$ cat src/rtl/core/dfgpp_pkg.sv
// Package for the DLE framed gain packet parser.
// Holds the framing byte codes, the result kind codes and the result struct.
// No dependencies.
package dfgpp_pkg;

	localparam logic [7:0] BYTE_DLE     = 8'h10;
	localparam logic [7:0] BYTE_ETX     = 8'h03;
	localparam logic [7:0] THROTTLE_MAX = 8'd100;
	localparam logic [3:0] LAST_INDEX   = 4'd13;

	localparam logic [1:0] KIND_THROTTLE = 2'd0;
	localparam logic [1:0] KIND_PROP     = 2'd1;
	localparam logic [1:0] KIND_INTEG    = 2'd2;
	localparam logic [1:0] KIND_DERIV    = 2'd3;

	typedef struct packed {
		logic        valid;
		logic [1:0]  kind;
		logic [31:0] value;
	} result_t;

endpackage

$ cat src/rtl/core/dfgpp_in_reg.sv
// Input register of the DLE framed gain packet parser.
// Holds one received byte until the parse stage advances. Uses dfgpp_pkg.
module dfgpp_in_reg
	import dfgpp_pkg::*;
(
	input  logic       clk,
	input  logic       arst_n,
	input  logic       s_tvalid,
	output logic       s_tready,
	input  logic [7:0] s_tdata,
	input  logic       advance,
	output logic       valid_s1,
	output logic [7:0] byte_s1
);

	logic       valid_q;
	logic [7:0] byte_q;

	assign s_tready = !valid_q || advance;

	always_ff @(posedge clk or negedge arst_n) begin
		if (!arst_n) begin
			valid_q <= 1'b0;
		end else if (s_tready) begin
			valid_q <= s_tvalid;
		end
	end

	always_ff @(posedge clk) begin
		if (s_tready && s_tvalid) begin
			byte_q <= s_tdata;
		end
	end

	assign valid_s1 = valid_q;
	assign byte_s1  = byte_q;

endmodule

$ cat src/rtl/core/dfgpp_parse.sv
// Framing state and field assembly of the DLE framed gain packet parser.
// Updates the packet state for one byte and forms the result. Uses dfgpp_pkg.
module dfgpp_parse
	import dfgpp_pkg::*;
(
	input  logic       clk,
	input  logic       arst_n,
	input  logic       en,
	input  logic [7:0] rx_byte,
	output result_t    res
);

	logic        in_packet_q;
	logic        escape_q;
	logic [3:0]  index_q;
	logic [31:0] acc_q;

	logic        in_packet_d;
	logic        escape_d;
	logic [3:0]  index_d;
	logic [31:0] acc_d;
	logic [3:0]  idx_m1;

	always_comb begin
		in_packet_d = in_packet_q;
		escape_d    = escape_q;
		index_d     = index_q;
		acc_d       = acc_q;
		res         = '0;
		idx_m1      = index_q - 4'd1;
		if (!in_packet_q) begin
			if (rx_byte == BYTE_DLE) begin
				in_packet_d = 1'b1;
				escape_d    = 1'b0;
				index_d     = 4'd0;
				acc_d       = '0;
			end
		end else if (rx_byte == BYTE_DLE && !escape_q) begin
			escape_d = 1'b1;
		end else if (rx_byte == BYTE_ETX) begin
			in_packet_d = 1'b0;
		end else begin
			escape_d = 1'b0;
			if (index_q == 4'd0) begin
				// throttle byte, saturate
				index_d   = 4'd1;
				res.valid = 1'b1;
				res.kind  = KIND_THROTTLE;
				res.value = {24'd0, (rx_byte > THROTTLE_MAX) ? THROTTLE_MAX : rx_byte};
			end else if (index_q < LAST_INDEX) begin
				if (idx_m1[1:0] == 2'd0) begin
					acc_d = {24'd0, rx_byte};
				end else begin
					acc_d = {acc_q[23:0], rx_byte};
				end
				index_d = index_q + 4'd1;
				if (index_q[1:0] == 2'd0) begin
					// last byte of a gain word: index 4, 8, 12 map to kinds 1..3
					res.valid = 1'b1;
					res.kind  = index_q[3:2];
					res.value = acc_d;
				end
			end
		end
	end

	always_ff @(posedge clk or negedge arst_n) begin
		if (!arst_n) begin
			in_packet_q <= 1'b0;
			escape_q    <= 1'b0;
			index_q     <= 4'd0;
			acc_q       <= '0;
		end else if (en) begin
			in_packet_q <= in_packet_d;
			escape_q    <= escape_d;
			index_q     <= index_d;
			acc_q       <= acc_d;
		end
	end

endmodule

$ cat src/rtl/core/dfgpp_out_reg.sv
// Result register of the DLE framed gain packet parser.
// Holds one finished result until the master side takes it. Uses dfgpp_pkg.
module dfgpp_out_reg
	import dfgpp_pkg::*;
(
	input  logic        clk,
	input  logic        arst_n,
	input  logic        load_valid,
	input  result_t     res,
	output logic        advance,
	output logic        m_tvalid,
	input  logic        m_tready,
	output logic [31:0] m_tdata,
	output logic [1:0]  m_tuser
);

	logic        valid_q;
	logic [1:0]  kind_q;
	logic [31:0] value_q;

	assign advance = !valid_q || m_tready;

	always_ff @(posedge clk or negedge arst_n) begin
		if (!arst_n) begin
			valid_q <= 1'b0;
		end else if (advance) begin
			valid_q <= load_valid && res.valid;
		end
	end

	always_ff @(posedge clk) begin
		if (advance && load_valid && res.valid) begin
			kind_q  <= res.kind;
			value_q <= res.value;
		end
	end

	assign m_tvalid = valid_q;
	assign m_tdata  = value_q;
	assign m_tuser  = kind_q;

endmodule

$ cat src/rtl/core/dle_framed_gain_packet_parser_unit.sv
// Top level of the DLE framed gain packet parser.
// Chains dfgpp_in_reg, dfgpp_parse and dfgpp_out_reg; uses dfgpp_pkg.
//
// Channel   Dir  Signals                     Beat content
// s_*       in   s_tvalid s_tready s_tdata   one received serial byte
// m_*       out  m_tvalid m_tready m_tdata   gain word or throttle value
//                          m_tuser           which value completed
//
// One byte per cycle is accepted while the result register is not stalled; a
// taken byte lands in the input register, and its result is then loaded into
// the result register. The single parse stage updates the framing state once
// per byte.
// arst_n clears the packet state to idle and empties both registers.
// A stalled result holds in the result register; the parse stage and the
// input register hold too, so s_tready drops only when both are full.
module dle_framed_gain_packet_parser_unit
	import dfgpp_pkg::*;
(
	input  logic        clk,
	input  logic        arst_n,
	input  logic        s_tvalid,
	output logic        s_tready,
	input  logic [7:0]  s_tdata,   // [7:0] rx_byte
	output logic        m_tvalid,
	input  logic        m_tready,
	output logic [31:0] m_tdata,   // [31:0] field_value
	output logic [1:0]  m_tuser    // [1:0] field_kind
);

	logic       advance;   // result register can take the parse output
	logic       valid_s1;
	logic [7:0] byte_s1;
	result_t    res;

	// Hold the byte until the parse stage can advance.
	dfgpp_in_reg u_in (
		.clk      (clk),
		.arst_n   (arst_n),
		.s_tvalid (s_tvalid),
		.s_tready (s_tready),
		.s_tdata  (s_tdata),
		.advance  (advance),
		.valid_s1 (valid_s1),
		.byte_s1  (byte_s1)
	);

	// Advance the framing state only on a held byte that moves on.
	dfgpp_parse u_parse (
		.clk     (clk),
		.arst_n  (arst_n),
		.en      (valid_s1 && advance),
		.rx_byte (byte_s1),
		.res     (res)
	);

	// Drop bytes that complete nothing; register completed values.
	dfgpp_out_reg u_out (
		.clk        (clk),
		.arst_n     (arst_n),
		.load_valid (valid_s1),
		.res        (res),
		.advance    (advance),
		.m_tvalid   (m_tvalid),
		.m_tready   (m_tready),
		.m_tdata    (m_tdata),
		.m_tuser    (m_tuser)
	);

endmodule
$ cat config.mk
export PLATFORM = sky130hd
export DESIGN_NAME = dle_framed_gain_packet_parser_unit
export DESIGN_NICKNAME = d
export VERILOG_FILES = /design/src/rtl/core/dfgpp_pkg.sv /design/src/rtl/core/dfgpp_in_reg.sv /design/src/rtl/core/dfgpp_parse.sv /design/src/rtl/core/dfgpp_out_reg.sv /design/src/rtl/core/dle_framed_gain_packet_parser_unit.sv
export SDC_FILE = /design/constraint.sdc
export NUM_CORES = 1
export LEC_CHECK = 0
export BUFFER_PORTS_ARGS = -buffer_cell sky130_fd_sc_hd__buf_2
export CAP_MARGIN = 10
export CORE_ASPECT_RATIO = 1.75
export CORE_MARGIN = 4
export CORE_UTILIZATION = 30
export DETAILED_ROUTE_END_ITERATION = 6
export GPL_TIMING_DRIVEN = 0
export PLACE_DENSITY_LB_ADDON = 0.08
export SYNTH_ARGS = -nofsm -noshare
export SYNTH_HDL_FRONTEND = slang
export SYNTH_SLANG_ARGS = --single-unit
$ cat constraint.sdc
create_clock -name clk -period 5.65 [get_ports clk]
set_clock_uncertainty 0.2 [all_clocks]
set_input_delay 1.13 -clock clk [delete_from_list [all_inputs] [get_ports clk]]
set_output_delay 1.13 -clock clk [all_outputs]
set_load 0.03 [all_outputs]
# Yosys cells after proc, flatten, opt, wreduce, memory -nomap -nowiden

Cells that the tools add are included.

Reduce and logical (&&, ||, !) cells: 19
Bitwise logic cells: 3
Equality and inequality tests: 8
Add/sub/neg operators: 2
Magnitude comparators: 2
Multiplexer cells: 28

Operators by type and width:

| operator                                                      | number |
|---|---|
| 2-to-1 mux 35 bit                                             | 6 |
| 2-to-1 mux 24 bit                                             | 6 |
| 2-to-1 mux 32 bit                                             | 1 |
| 2-to-1 mux 4 bit                                              | 6 |
| equality test 8 x 2 -> 1 bit, second input constant           | 1 |
| equality test 8 x 5 -> 1 bit, second input constant           | 1 |
| greater-than comparator 8 x 7 -> 1 bit, second input constant | 1 |
| 2-to-1 mux 1 bit                                              | 8 |
| 2-to-1 mux 8 bit                                              | 1 |
| inequality test 2 bit, second input constant                  | 4 |
| inequality test 3 bit, second input constant                  | 2 |
| AND reduction 6 bit                                           | 1 |
| OR reduction 6 bit                                            | 1 |
| logical AND 1 bit                                             | 5 |
| AND reduction 5 bit                                           | 1 |
| adder 4 x 1 -> 4 bit, second input constant                   | 1 |
| logical NOT 2 bit                                             | 2 |
| logical NOT 4 bit                                             | 1 |
| less-than comparator 4 bit, second input constant             | 1 |
| logical NOT 1 bit                                             | 3 |
| NOT 1 bit                                                     | 3 |
| AND reduction 3 bit                                           | 1 |
| OR reduction 3 bit                                            | 1 |
| logical OR 1 bit                                              | 2 |
| other kinds (2)                                               | 2 |

Input bits: 12
Register bits: 74
Output and inout bits: 36

# Logic depth before layout (Yosys ltp)

Gate-level depths: netlist of the first run.

Word-level depth: 10
Mapped depth: 8
Depth with buffers taken out: 7

# By module

Synthesis of the first run repeated with hierarchy kept, for this count alone.

Cells, all modules: 205
Area, all modules: 3120.5 um^2

By module, submodules not included:

| module                             | area each (um^2) | cells an instance | times used |
|---|---|---|---|
| dfgpp_parse                        | 1739.2           | 153               | 1 |
| dfgpp_out_reg                      | 1081.0           | 39                | 1 |
| dfgpp_in_reg                       | 294.0            | 12                | 1 |
| dle_framed_gain_packet_parser_unit | 6.3              | 1                 | 1 |

# Worst setup path after synthesis of the first run

Ideal clock, no wire load.

Kind: input -> register
Start: input m_tready
End: register u_out.value_q[0] (netlist: u_out.m_tdata[0]) (enable)
Library setup time: 0.425 ns
Setup slack: 2.100 ns
Stages: 4
Arrival: 2.924 ns
Cell sequence: nand2b_1 -> and2_1 -> nand2_1 -> nor2_1

Word-level cells in the longest chain between the ends: 3

Ends and longest elaborated chain:

| element                         | RTL line                                 | text |
|---|---|---|
| start: declaration              | dle_framed_gain_packet_parser_unit.sv:25 | `input logic m_tready,` |
| logical OR 1 bit                | dfgpp_out_reg.sv:21                      | `assign advance = !valid_q \|\| m_tready;` |
| logical AND 1 bit (2 in series) | dfgpp_out_reg.sv:32                      | `if (advance && load_valid && res.valid) begin` |
| end signal: assignment          | dfgpp_out_reg.sv:34                      | `value_q <= res.value;` |
| end: declaration                | dfgpp_out_reg.sv:19                      | `logic [31:0] value_q;` |

No other way between the ends.
A chain may end at the register's enable or synchronous reset.

# Worst setup path after layout of the first run

Start: input m_tready
End: register u_parse.acc_q[11]

Word-level cells in the longest chain between the ends: 3

Ends and longest elaborated chain:

| element                              | RTL line                                 | text |
|---|---|---|
| logical OR 1 bit                     | dfgpp_out_reg.sv:21                      |  |
| logical AND 1 bit                    | dle_framed_gain_packet_parser_unit.sv:51 | `.en (valid_s1 && advance),` |
| AND reduction 6 bit (no source line) | n/a                                      |  |
| end signal: assignment               | dfgpp_parse.sv:72                        | `acc_q <= '0;` |
| end signal: assignment               | dfgpp_parse.sv:77                        | `acc_q <= acc_d;` |
| end: declaration                     | dfgpp_parse.sv:16                        | `logic [31:0] acc_q;` |

No other way between the ends.

==> impl_metrics.json, run 1 <==
{
  "ys_ff_latch": 74,
  "synth_largest_area_cell": "edfxtp_1",
  "finalPower_mw": 1.495,
  "clock_sinks": 74,
  "nets": 291,
  "diodes": 0,
  "max-slew-margin-rel_pct": 25.84,
  "tightestPinTransition_ns": 1.104,
  "critical_path_arrival_ns": 3.05,
  "wl_um": 6473,
  "num_vias": 1887,
  "grt_pass1_vias": 2017,
  "finish.utilization_pct": 37.60,
  "ctsResizeCount": 0,
  "start_util_pct": 30.49,
  "crit_slowest_cell": "nor3_1",
  "grt-ovfl-total": 0,
  "syn_area_per_cell_um2": 13.90,
  "crit_type": "in2reg",
  "maxSlewViolCount": 0,
  "finalSetupViolCount": 0,
  "cts_root_buf": "clkbuf_16",
  "yosys_warnings": 0,
  "fin_setup_tns_ns": 0,
  "status": "completed",
  "rsz0062_at_grt": "no",
  "path_buf_inv": 2,
  "path_delay_family": "simple AND/OR/NAND/NOR gates",
  "start_kind": "input port",
  "insertion_delay_ns": 0.32,
  "pin_count": 48,
  "syn_area_um2": 3003,
  "post_cts_buffers": 0,
  "drtIter0Drc": 103,
  "cts_buffers": 9,
  "row_count": 48,
  "drc": 0,
  "synth_seq_area_share_pct": 68.67,
  "die_x_um": 83.63,
  "min_path_type": "reg2reg",
  "die-area_um2": 11740,
  "drtAntennaViolNets": 0,
  "register_area_um2": 2062,
  "yosys.area.top_type_share_pct": 42.00,
  "worst_setup_path_end_kind": "flop",
  "final_area_um2": 3704,
  "htree_levels": 3,
  "multi_input_area_um2": 885.9,
  "cp_cell_sequence": "buf_2 > nand2b_1 > and2_1 > nand2_1 > nor3_1 > clkbuf_1 > a22o_1",
  "core-area_um2": 9849,
  "slowest_delay_ns": 0.71,
  "die_h_um": 140.4,
  "critPathRequiredTime_ns": 5.71,
  "dr.pass1.iters": 4,
  "holdWs_ns": 0.2926,
  "synth.area.top_cells": "edfxtp_1 42%, dfrtp_1 27%, a22o_1 7.0%",
  "fin_crit_sh_pct": 52.88,
  "hold_buffers": 0,
  "period_minus_slack_ns": 2.987,
  "grt_usage_pct": 12.05,
  "synth_nets": 232,
  "io_buffers": 47,
  "p_leak_nw": 1.605,
  "antenna_found_initial": 0,
  "clock_path_buffers": 2,
  "max_freq_mhz": 334.7,
  "routabilityCongestion": 0.7807,
  "cap_violations": 0,
  "wl_per_cell_um": 15.98,
  "power_density_nw_per_um2": 403.7,
  "synth_cells": 216,
  "post_drt_via_cell_ratio": 4.659,
  "path_max_fanout": 10,
  "drive_gt1_share_pct": 25.36,
  "tritoncts": "yes",
  "ir_drop_v": 0.0001820,
  "post-dp-hpwl_um": 4766,
  "area_growth_pct": 23.33,
  "grt_first_pass_wirelength_um": 10980,
  "placed_area_um2": 3430,
  "fillers": 983,
  "grt_max_degree": 33,
  "cts.reportedPaths.clkPinSlew_ns": 0.06,
  "hold_viol": 0,
  "yosysUniqueCellTypes": 38
}
state kept, by name, summed over array words and instances (netlist names):
name	cells
u_in.byte_s1	8
u_out.m_tvalid	1
u_parse.index_q	4
u_out.m_tdata	32
u_parse.in_packet_q	1
u_parse.escape_q	1
u_out.m_tuser	2
u_parse.acc_q	24
u_in.valid_s1	1
final cells by class:
class	instances	area share [%]
sequential	74	55.68
multi-input combinational	128	23.92
timing repair buffer	48	7.095
clock buffer	12	6.655
tap	125	4.223
buffer	9	1.182
clock inverter	4	0.7432
inverter	5	0.5068
per-layer routing:
metal / vias to the layer above / track usage [%] / wire length (µm)
li1: 928 / - / -
met1: 908 / 13.04 / 2498
met2: 40 / 22.11 / 3564
met3: 11 / 2.472 / 241
met4: 0 / 5.678 / 168
met5: - / 0 / 0
power breakdown:
part | internal [mW] | switching, mW
registers | 0.658 | 0.0714
logic | 0.106 | 0.137
clock network | 0.309 | 0.213
cells by family (layout without fill, tap and decap cells):
group	Yosys count	count (layout)	share of synthesized area, %
compound gates	50	50	13.29
fa+ha+maj	4	4	1.667
flops	74	74	68.67
buf+inv	14	78	2.083
simple gates	74	74	14.29
per-stage QoR:
step / setup slack [ns] / std cells
6_report: 2.663 / 405
5_1_grt: 2.384 / 405
4_1_cts: 2.562 / 405
3_5_place_dp: 2.231 / 389
3_3_place_gp: 1.233 / 388
2_1_floorplan: 2.100 / 216
cell usage in the layout, fill, tap and decap left out, types with 5 or more instances in the layout:
cell type | synthesis | final
buf_2 | 2 | 49
edfxtp_1 | 42 | 42
dfrtp_1 | 32 | 32
and2_1 | 28 | 28
a22o_1 | 24 | 24
nand2_1 | 11 | 11
nor2_1 | 11 | 10
clkbuf_16 | 0 | 9
clkbuf_1 | 6 | 8
a21oi_1 | 6 | 6
inv_1 | 5 | 5
synth_stat cells, drive strengths merged:
| library cell | count |
|---|---|
| a32o | 1 |
| o41ai | 1 |
| o21ai | 5 |
| or4b | 1 |
| nand2 | 12 |
| edfxtp | 42 |
| nor2 | 11 |
| or4 | 2 |
| buf | 3 |
| o211ai | 1 |
| inv | 5 |
| a21o | 1 |
| ha | 4 |
| nor3 | 4 |
| dfrtp | 32 |
| or3b | 1 |
| and2 | 29 |
| and3 | 1 |
| a21oi | 7 |
| nor3b | 2 |
| nand4b | 1 |
| nand3 | 1 |
| o31ai | 4 |
| nand4 | 1 |
| a22o | 24 |
| a31oi | 3 |
| a31o | 1 |
| nand2b | 4 |
| nand3b | 4 |
| a41o | 1 |
| clkbuf | 6 |
| a211o | 1 |
final timing paths:
kind	to	from	depth (start not counted)	slack, ns
max in group asynchronous	u_parse.acc_q[3]$_DFFE_PN0P_	arst_n	1	4.08
hold reg to reg	u_parse.acc_q[22]$_DFFE_PN0P_	u_parse.acc_q[22]$_DFFE_PN0P_	1	0.29
hold / removal	u_parse.acc_q[22]$_DFFE_PN0P_	u_parse.acc_q[22]$_DFFE_PN0P_	1	0.29
min in group asynchronous	u_parse.index_q[3]$_DFFE_PN0P_	arst_n	1	0.68
setup reg to reg	u_parse.acc_q[12]$_DFFE_PN0P_	u_in.byte_s1[7]$_DFFE_PP_	7	2.76
setup / recovery	u_parse.acc_q[11]$_DFFE_PN0P_	m_tready	7	2.66
Power figures use the tool's default switching activity.
==> run 2, diff against run 1 <==
ABC_AREA = 1   (was default)
clock period = 2.85 ns   (was 5.65 ns; I/O delays follow)
==> run 2 against run 1 <==
Sequential cell count is the same. Via count is 25% higher. Sequential power rose by 73%. Utilization is 0.11 points higher. Die area increased by 8.1%. Power rose by 110%. Worst setup slack got worse by 2.1 ns. Synthesized area increased by 8.7%. Highest routed layer unchanged.
==> impl_metrics.json, run 2 <==
{
  "min_path_type": "in2async",
  "combPwrFrac_pct": 18.5,
  "max-slew-margin-rel_pct": 46.79,
  "finalPower_mw": 3.137,
  "post_cts_buffers": 0,
  "cp_cell_sequence": "inv_1 > ha_1 > inv_1 > a31oi_1 > nand3_2 > buf_4 > nor2_1",
  "tritoncts": "yes",
  "path_delay_family": "buffers and inverters",
  "start_kind": "flop",
  "power_switching_share_pct": 28.94,
  "p_sw_mw": 0.9078,
  "grt_first_pass_wirelength_um": 12590,
  "pin_count": 48,
  "dr.pass1.iters": 6,
  "synth_seq_area_share_pct": 63.14,
  "cts_buffers": 9,
  "final_cell_mix": "104 x nand2_1, 54 x buf_2, 42 x edfxtp_1",
  "yosysUniqueCellTypes": 28,
  "die_h_um": 146.0,
  "cts_root_buf": "clkbuf_16",
  "hold_viol": 0,
  "drc": 0,
  "pwr-share-clk_pct": 41.2,
  "wl_per_cell_um": 14.60,
  "max_freq_mhz": 433.9,
  "start_util_pct": 30.53,
  "ys.flop_type": "edfxtp_1",
  "routabilityCongestion": 0.7497,
  "drtAntennaViolNets": 0,
  "drive_gt1_share_pct": 22.45,
  "placed_area_um2": 3699,
  "slowest_delay_ns": 0.46,
  "path_buf_inv": 3,
  "finish.utilization_pct": 37.71,
  "synth_nets": 344,
  "final_common_cell": "nand2_1",
  "ctsResizeCount": 0,
  "largest_reg_flops": 32,
  "fin_crit_sh_pct": 80.86,
  "yosys-top-cells-count": "104 x nand2_1, 42 x edfxtp_1, 37 x inv_1",
  "yosys.area.top_type_share_pct": 38.62,
  "wl_um": 7623,
  "synth_largest_area_cell": "edfxtp_1",
  "core-area_um2": 10700,
  "fin_setup_tns_ns": 0,
  "crit_slowest_cell": "a31oi_1",
  "synth.area.top_cells": "edfxtp_1 39%, dfrtp_1 25%, nand2_1 12%",
  "row_count": 50,
  "path_max_fanout": 10,
  "fin_ws_ns": 0.5455,
  "ys_ff_latch": 74,
  "diodes": 0,
  "synth_edf_count": 42,
  "hold_buffers": 0,
  "die_x_um": 86.87,
  "syn_area_um2": 3266,
  "post_drt_via_cell_ratio": 4.531,
  "holdWs_ns": 0.1188,
  "cts.reportedPaths.clkPinSlew_ns": 0.06,
  "insertion_delay_ns": 0.33,
  "die-area_um2": 12680,
  "num_vias": 2365,
  "power_density_nw_per_um2": 777.6,
  "crit_type": "reg2reg",
  "rsz0062_at_grt": "no",
  "maxSlewViolCount": 0,
  "drtIter0Drc": 113,
  "critical_path_arrival_ns": 2.29,
  "final-instance-count-excl-fill": 522,
  "tightestPinTransition_ns": 0.7981,
  "p_int_mw": 2.229,
  "grt_max_degree": 33,
  "htree_levels": 3,
  "cap_violations": 0,
  "fillers": 1113,
  "grt_pass1_vias": 2489,
  "dp_cells": 506,
  "post-dp-hpwl_um": 5607,
  "ir_drop_v": 0.0004277,
  "synth_cells": 328,
  "io_buffers": 47,
  "crit_top_cell": "inv_1",
  "seqPwrFrac_pct": 40.3,
  "clock_sinks": 74,
  "critPathRequiredTime_ns": 2.83,
  "period_minus_slack_ns": 2.305,
  "pre_cts_slack_ns": 0.5090,
  "synthArstFlopShare_pct": 43.24,
  "antenna_found_initial": 0,
  "p_leak_nw": 1.968,
  "nets": 403,
  "clock_path_buffers": 2,
  "reg2reg_slack_ns": 0.55,
  "grt_usage_pct": 13.17,
  "worst_setup_path_end_kind": "flop",
  "area_growth_pct": 23.52,
  "yosys_warnings": 0,
  "syn_area_per_cell_um2": 9.956,
  "finalSetupViolCount": 0,
  "synthMostInstantiatedCell": "nand2_1",
  "final_area_um2": 4034,
  "status": "completed",
  "grt-ovfl-total": 0
}
[run 2: cell types whose count changed after synthesis, moves of 24 or more]
cell / before / now
and2_1: 28 / 0
nor2_1: 11 / 35
a22o_1: 24 / 0
nand2_1: 11 / 104
inv_1: 5 / 37
nand4_1: 1 / 27
[run 2: final cells by class]
cell class	instances	area (µm²)	share of cell area (%)
timing repair buffer	48	262.8	6.514
tap	130	162.7	4.032
clock buffer	11	232.7	5.769
clock inverter	5	102.6	2.543
sequential	74	2062	51.12
multi-input combinational	202	980.9	24.32
buffer	14	87.58	2.171
inverter	38	142.6	3.536
[run 2: power groups by stage]
stage               Sequential, mW  Combinational [mW]  Clock, mW
global route                  1.27               0.644       1.36
CTS                           1.26               0.598       1.32
global placement              1.29               0.568          0
finish                        1.26               0.581       1.29
detailed placement            1.29               0.594          0
floorplan                     1.37               0.303          0
[run 2: logic make-up (layout without fill, tap and decap cells)]
kind of cell	count (synthesis)	after routing	synth area share, %
XOR/XNOR	2	2	0.5365
AND/OR/NAND/NOR	183	183	25.44
buffers and inverters	52	116	7.049
adder cells (fa/ha/maj)	4	4	1.533
AO/OA/AOI/OAI	13	13	2.299
flip-flops	74	74	63.14
[run 2: per-layer routing]
layer / track usage (%) / part of all wire (%)
met5: 0 / 0
met2: 25.19 / 59
met1: 12.78 / 36
met3: 2.936 / 3.3
met4: 6.006 / 2.3
[run 2: worst paths after layout]
| kind | start | cells after the start | to |
|---|---|---|---|
| max | u_parse.index_q[0]$_DFFE_PN0P_ | 7 | u_out.m_tdata[13]$_SDFFCE_PP0P_ |
| min | arst_n | 1 | u_parse.acc_q[1]$_DFFE_PN0P_ |
| max reg2reg | u_parse.index_q[0]$_DFFE_PN0P_ | 7 | u_out.m_tdata[13]$_SDFFCE_PP0P_ |
| min reg2reg | u_parse.acc_q[2]$_DFFE_PN0P_ | 2 | u_parse.acc_q[2]$_DFFE_PN0P_ |
| max in group asynchronous | arst_n | 1 | u_parse.acc_q[21]$_DFFE_PN0P_ |
| min in group clk | s_tdata[2] | 1 | u_in.byte_s1[2]$_DFFE_PP_ |
==> run 3, diff against run 2 <==
clock period = 2 ns   (was 2.85 ns; I/O delays follow)
==> run 3 against run 2 <==
Die area unchanged. Sequential power increased by 43%. Combinational power increased by 74%. Clock power increased by 24%. Utilization increased by 1.6 points. Largest power group is now sequential cells. Final area increased by 4.2%. Power increased by 41%. Critical path depth increased by 1. Count of clock-buffer cells in the layout decreased by 1. Global-route usage increased by 0.38 points. Worst hold slack got worse by 0.075 ns. First-iteration DRC count decreased by 21%.
==> impl_metrics.json, run 3 (same netlist as run 2, synthesis figures left out) <==
{
  "status": "completed",
  "worst_setup_path_end_kind": "flop",
  "drc": 0,
  "routabilityCongestion": 0.7485,
  "grt_max_degree": 33,
  "fin_crit_sh_pct": 96.35,
  "pin_count": 48,
  "final-instance-count-excl-fill": 538,
  "tightestPinTransition_ns": 0.7897,
  "post-dp-hpwl_um": 5571,
  "dr.pass1.iters": 4,
  "core-area_um2": 10700,
  "ir_drop_v": 0.0004905,
  "period_minus_slack_ns": 1.927,
  "grt_pass1_vias": 2530,
  "hold_viol": 0,
  "tritoncts": "yes",
  "io_buffers": 47,
  "clock_sinks": 74,
  "die-area_um2": 12680,
  "drtAntennaViolNets": 0,
  "wl_per_cell_um": 14.71,
  "post_drt_via_cell_ratio": 4.496,
  "die_h_um": 146.0,
  "clock_path_buffers": 2,
  "dp_cells": 505,
  "wl_um": 7914,
  "htree_levels": 3,
  "grt_first_pass_wirelength_um": 12730,
  "rsz0062_at_grt": "yes",
  "finalSetupViolCount": 0,
  "final_area_um2": 4204,
  "nets": 419,
  "min_path_type": "in2reg",
  "cts_buffers": 9,
  "cts_root_buf": "clkbuf_16",
  "fin_setup_tns_ns": 0,
  "grt_usage_pct": 13.55,
  "max-slew-margin-rel_pct": 47.35,
  "start_util_pct": 30.53,
  "pre_cts_slack_ns": -0.4110,
  "start_kind": "flop",
  "fillers": 1077,
  "fin_ws_ns": 0.07293,
  "area_growth_pct": 28.74,
  "antenna_found_initial": 0,
  "diodes": 0,
  "final_cell_mix": "103 x nand2_1, 51 x buf_2, 42 x edfxtp_1",
  "placed_area_um2": 3671,
  "num_vias": 2419,
  "drive_gt1_share_pct": 27.70,
  "path_max_fanout": 10,
  "critPathRequiredTime_ns": 2.02,
  "finalPower_mw": 4.412,
  "cts.reportedPaths.clkPinSlew_ns": 0.06,
  "slowest_delay_ns": 0.46,
  "die_x_um": 86.87,
  "max_freq_mhz": 518.9,
  "p_leak_nw": 2.042,
  "grt-ovfl-total": 0,
  "largest_reg_flops": 32,
  "crit_slowest_cell": "edfxtp_1",
  "power_density_nw_per_um2": 1049,
  "final_common_cell": "nand2_1",
  "maxSlewViolCount": 0,
  "drtIter0Drc": 89,
  "critical_path_arrival_ns": 1.95,
  "row_count": 50,
  "insertion_delay_ns": 0.33,
  "crit_type": "reg2reg",
  "holdWs_ns": 0.04415,
  "finish.utilization_pct": 39.30,
  "cp_cell_sequence": "nor2_4 > nand3_2 > nor2_4 > buf_4 > nand3_2 > buf_2 > nand4_1 > nand2_1",
  "cap_violations": 0
}
## run 3: report_power, final
group	switching (mW)	total (mW)	leakage, nW	internal [mW]
Combinational	0.691	1.01	1.03	0.322
Sequential	0.0541	1.80	0.865	1.75
Clock	0.608	1.60	0.146	0.988
## run 3: critical path: cells and delay by family (launching register included)
family | cells | cell delay (ns)
buffers and inverters | 2 | 0.40
and+or+nand+nor | 6 | 0.75
DFF | 1 | 0.46
## run 3: final timing paths
check,from,endpoint,slack (ns),cells after the start
worst max-delay path,u_in.byte_s1[0]$_DFFE_PP_,u_parse.acc_q[8]$_DFFE_PN0P_,0.07,8
worst min-delay path,s_tdata[3],u_in.byte_s1[3]$_DFFE_PP_,0.04,1
worst max register to register,u_in.byte_s1[0]$_DFFE_PP_,u_parse.acc_q[8]$_DFFE_PN0P_,0.07,8
worst min register to register,u_parse.acc_q[9]$_DFFE_PN0P_,u_parse.acc_q[9]$_DFFE_PN0P_,0.27,2
max in group asynchronous,arst_n,u_parse.index_q[0]$_DFFE_PN0P_,0.56,2
min in group asynchronous,arst_n,u_parse.acc_q[0]$_DFFE_PN0P_,0.48,2
## run 3: final cells by class
type | count | area (µm²) | share of cell area, %
Sequential cell | 74 | 2063 | 49.08
Multi-Input combinational cell | 203 | 1047 | 24.91
Timing Repair Buffer | 63 | 382.9 | 9.107
Clock buffer | 10 | 239.0 | 5.685
Tap cell | 130 | 162.7 | 3.869
Inverter | 38 | 142.6 | 3.393
Buffer | 14 | 110.1 | 2.619
Clock inverter | 6 | 56.30 | 1.339
## run 3: repair_timing
action,CTS,global route
endpoints found under the setup margin,72,52
endpoints found under the hold margin,32,0
setup buffers,9,6
gates resized for setup,13,12
gates cloned,1,0
hold buffers,1,0
pin swaps,5,4
## run 3: routing by layer
metal / share of wire, % / vias up / wire length [µm] / global-route usage (%)
li1: - / 1218 / - / -
met1: 36 / 1140 / 2854 / 13.31
met2: 57 / 48 / 4526 / 24.73
met3: 3.6 / 13 / 285 / 3.953
met4: 3.1 / 0 / 248 / 6.942
met5: 0 / - / 0 / 0
